### config.mk
export PLATFORM = sky130hd
export DESIGN_NAME = ndrm_cmp
export DESIGN_NICKNAME = d
export VERILOG_FILES = /design/src/rtl/ndrm_pkg.sv /design/src/rtl/ndrm_cmp.sv
export SDC_FILE = /design/constraint.sdc
export NUM_CORES = 1
export LEC_CHECK = 0
export BUFFER_PORTS_ARGS = -buffer_cell sky130_fd_sc_hd__buf_2
export CAP_MARGIN = 10
export CORE_AREA = 4 4 273 275
export DETAILED_ROUTE_END_ITERATION = 7
export DIE_AREA = 0 0 277 279
export GPL_ROUTABILITY_DRIVEN = 1
export GPL_TIMING_DRIVEN = 0
export PLACE_DENSITY_LB_ADDON = 0.3
export SETUP_SLACK_MARGIN = 0.2
export SLEW_MARGIN = 15
export SYNTH_ARGS = -nofsm -noshare
export SYNTH_HDL_FRONTEND = slang
export SYNTH_SLANG_ARGS = --single-unit
### constraint.sdc
create_clock -name vclk -period 5.8
set_input_delay 0.58 -clock vclk [all_inputs]
set_output_delay 0.58 -clock vclk [all_outputs]
set_load 0.02 [all_outputs]
### src/rtl/ndrm_pkg.sv
`timescale 1ns / 1ps

package ndrm_pkg;

   // Table geometry
   localparam int TABLE_DEPTH = 1024;
   localparam int ADDR_W      = $clog2(TABLE_DEPTH);
   localparam int CNT_W       = $clog2(TABLE_DEPTH + 1);

   // Record geometry
   localparam int NAME_BYTES  = 32;
   localparam int NAME_W      = 8 * NAME_BYTES;
   localparam int SIZE_W      = 63;
   localparam int PLEN_W      = 6;
   localparam int TOTAL_W     = 32;

   localparam logic [7:0]         HIDDEN_MARK = 8'h2E;
   localparam logic [TOTAL_W-1:0] TOTAL_MAX   = '1;

   // Configuration register indexes
   localparam int CSR_IDX_W = 2;
   localparam logic [CSR_IDX_W-1:0] CSR_PREFIX_LENGTH  = 2'd0;
   localparam logic [CSR_IDX_W-1:0] CSR_SIZE_TOLERANCE = 2'd1;
   localparam logic [CSR_IDX_W-1:0] CSR_DELETE_ENABLE  = 2'd2;

   typedef enum logic [1:0] {
      OUT_NEW    = 2'd0,
      OUT_DUP    = 2'd1,
      OUT_HIDDEN = 2'd2,
      OUT_FULL   = 2'd3
   } outcome_type;

   typedef enum logic {
      ST_IDLE,
      ST_SCAN
   } state_type;

   // One table entry
   typedef struct packed {
      logic [NAME_W-1:0] name;
      logic [SIZE_W-1:0] size;
   } entry_type;

   // Table access request
   typedef struct packed {
      logic              wr_en;
      logic [ADDR_W-1:0] wr_addr;
      logic              rd_en;
      logic [ADDR_W-1:0] rd_addr;
   } tbl_req_type;

endpackage

### src/rtl/ndrm_cmp.sv
`timescale 1ns / 1ps

module ndrm_cmp (
   input  logic [ndrm_pkg::NAME_W-1:0] rec_name,
   input  logic [ndrm_pkg::SIZE_W-1:0] rec_size,
   input  ndrm_pkg::entry_type         entry,
   input  logic [ndrm_pkg::PLEN_W-1:0] prefix_length,
   input  logic [ndrm_pkg::SIZE_W-1:0] size_tolerance,
   output logic                        match
);

   localparam logic [ndrm_pkg::PLEN_W-1:0] FULL_LEN = ndrm_pkg::PLEN_W'(ndrm_pkg::NAME_BYTES);

   logic [ndrm_pkg::PLEN_W-1:0] cmp_len;
   logic                        name_ok;
   logic [ndrm_pkg::SIZE_W-1:0] size_diff;
   logic                        size_ok;

   // zero or an oversized prefix compares the whole name
   assign cmp_len = (prefix_length == '0 || prefix_length > FULL_LEN) ? FULL_LEN : prefix_length;

   // first byte that differs or ends both strings decides the compare
   always_comb begin
      logic       stopped;
      logic [7:0] a_byte;
      logic [7:0] b_byte;
      stopped = 1'b0;
      name_ok = 1'b1;
      for (int i = 0; i < ndrm_pkg::NAME_BYTES; i++) begin
         a_byte = rec_name[8*i +: 8];
         b_byte = entry.name[8*i +: 8];
         if (!stopped && (ndrm_pkg::PLEN_W'(i) < cmp_len)) begin
            if (a_byte != b_byte) begin
               stopped = 1'b1;
               name_ok = 1'b0;
            end else if (a_byte == 8'h00) begin
               stopped = 1'b1;
            end
         end
      end
   end

   // absolute size difference against tolerance
   assign size_diff = (rec_size >= entry.size) ? (rec_size - entry.size)
                                               : (entry.size - rec_size);
   assign size_ok   = (size_diff <= size_tolerance);

   assign match = name_ok & size_ok;

endmodule

==> flow_summary_export.csv <==
group,metric,value,unit
run_status,status,"complete, but fails checks",
run_status,violations,"negative setup slack",
sta,slew_headroom,0.278,
die,ioPinCount,708,
die,core_area,72300,um2
final_layout,fin_area,19900,um2
sta,post-route-min-period,6740,ps
synthesis,ys_seq_area_frac,0,
pwr,power.total,2220,uW
sta,fin_ws,-941,ps
setup_path,worst_setup_path_end_kind,"output port",
pwr,pwr-share-comb,1.000,
setup_path,crit_path_max_fanout,4,
synthesis,synth_area_per_cell,6.66,um2
placed_design,place_congestion,1.01,
detailed_routing,drt_wl_total,105000,um
pwr,switching_power,1310,uW
setup_path,cp_data_required_time,5220,ps
final_layout,nClkBuffers,0,
detailed_routing,antenna_left,0,
detailed_routing,drtIter0Drc,1305,
synthesis,synth_top_area_frac,0.171,
final_layout,seq_area,0,um2
die,row_count,99,
sta,slew_viol_final,0,
final_layout,nNetsFinal,3721,
pwr,powerDensity,112,nW/um2
synthesis,synth_nets,2968,
detailed_routing,dr.pass1.iters,5,
sta,final-hold-violation-count,0,
sta,rsz0062_at_grt,"true",
die,start_util,0.191,
pwr,clockPowerShare,0,
placed_design,dpl-instance-area,18700,um2
detailed_routing,vias_per_cell,5.03,
synthesis,ys_top_cells_by_area,"ha_1 (17%), xnor2_1 (10%), xor2_1 (9.7%)",
final_layout,area_delta_synth_final,44.0,%
die,chipWidth,277,um
detailed_routing,drt-wirelength-per-cell,27.4,um
synthesis,mappedNetlistArea,13800,um2
clock_tree,hold_buffers,0,
die,die_area,77300,um2
pwr,netSwitchingFraction,0.590,
sta,setup_viol,1,
synthesis,yosys.area.top_type,"ha_1",
placed_design,numPortBuffers,708,
flow_run,drv_cap,0,
synthesis,yosysWarnings,0,
pwr,p_int,910,uW
final_layout,drive_gt1_frac,0.336,
hold_path,min_path_cells,6,
global_routing,grtUsageTotal,0.252,
detailed_routing,via_count,19300,
global_routing,overflow,0,
global_routing,first_global_vias,19100,
synthesis,synth_most_common_cell,"a21oi_1",
setup_path,arrival,6160,ps
synthesis,synth.top_cells.by_count,"a21oi_1 (256), inv_1 (224), ha_1 (188), xnor2_1 (161), xor2_1 (153)",
pwr,power_frac_seq,0,
placed_design,pre_cts_slack,-2090,ps
global_routing,antenna_found_initial,99,
hold_path,hp-class,"in2out",
setup_path,path_class,"in2out",
placed_design,dp_hpwl,96300,um
sta,period_share,1.16,
setup_path,crit_path_start_kind,"input port",
final_layout,seq_cells,0,
detailed_routing,remaining_drc_errors,0,
sta,tightest_slew,1070,ps
die,die_h,279,um
synthesis,netlist_instances,2071,
synthesis,synth_cell_type_count,84,
pwr,ir_drop,0.0000590,V
sta,timing.fmax,0.148,GHz
global_routing,grt_pass1_wl,142000,um
global_routing,grt_max_degree,11,
pwr,leakagePower,0.00942,uW
-- layout make-up --
| class | count | area (um2) |
|---|---|---|
| Timing Repair Buffer | 751 | 3870 |
| Inverter | 225 | 855 |
| Fill cell | 8362 | 52500 |
| Multi-Input combinational cell | 1770 | 13300 |
| Tap cell | 959 | 1200 |
| Antenna cell | 52 | 130 |
| Buffer | 76 | 502 |
-- cells by family (layout without fill, tap and decap cells) --
family	after synthesis	after routing	share of synthesized area
other	0	52	0
buffers and inverters	301	1052	0.0902
AO/OA/AOI/OAI	671	671	0.302
multiplexers	28	28	0.0209
adder cells (fa/ha/maj)	190	190	0.173
XOR/XNOR	314	314	0.199
AND/OR/NAND/NOR	567	567	0.214
-- repair_timing --
action / in CTS / in global routing
gates resized for setup: 93 / 55
setup buffers: 23 / 20
setup endpoints to repair: 1 / 1
pin swaps: 36 / 27
hold endpoints to repair: 0 / 0
-- worst paths after layout --
| check | startpoint | endpoint | slack, ps |
|---|---|---|---|
| max | entry[0] | match | -940 |
| min | rec_name[1] | match | 1750 |
-- per-stage QoR --
stage	utilization	setup TNS, ps	hold WS (ps)	std cells
floorplan	-	0	1450	2071
global placement	0.259	-2110	1780	3738
detailed placement	0.259	-2090	1790	3738
CTS	0.267	-849	1760	3761
global route	0.274	-1090	1780	3816
finish	0.274	-941	1750	3833
-- routing by layer --
layer,global-route usage,vias to the layer above,wire (um)
met2,0.478,938,53900
met3,0.0318,251,5430
li1,-,9042,-
met5,0,-,128
met4,0.136,18,7110
met1,0.272,9023,38600
-- worst max-delay path, cell delays in order --
cell	delay (ps)
buf_2	150
inv_1	60
ha_1	190
inv_1	80
fa_1	180
a21o_1	170
a21oi_1	100
o21ai_0	450
a211oi_2	150
nor2_1	350
a21oi_2	190
o21ai_1	420
nand3_1	130
a32oi_1	230
xor2_1	300
ha_1	200
and4_1	210
and3_4	210
nand2_2	100
or3_4	380
nor3_4	210
inv_2	110
or4_4	570
a211oi_4	260
buf_6	150
-- layout by cell type (no fill, tap or decap), drive strengths merged, types with 20 or more instances in the layout --
master / synthesis / final
nor4: 113 / 113
xnor2: 161 / 161
nand2: 137 / 137
diode: 0 / 52
ha: 188 / 188
nand3: 36 / 36
inv: 225 / 225
nor3: 23 / 23
clkbuf: 17 / 20
buf: 59 / 807
a211oi: 25 / 25
a21o: 63 / 63
mux2i: 22 / 22
nor2: 107 / 107
a21oi: 257 / 257
nand4: 85 / 85
o21bai: 54 / 54
xor2: 153 / 153
o21ai: 133 / 133
-- power groups by stage --
| stage | sequential [uW] | combinational (uW) | clock [uW] |
|---|---|---|---|
| floorplan | 0 | 1200 | 0 |
| global placement | 0 | 2030 | 0 |
| detailed placement | 0 | 2020 | 0 |
| CTS | 0 | 2130 | 0 |
| global route | 0 | 2400 | 0.000815 |
| finish | 0 | 2220 | 0.00122 |
No activity file was read; power rests on OpenSTA's default activity.
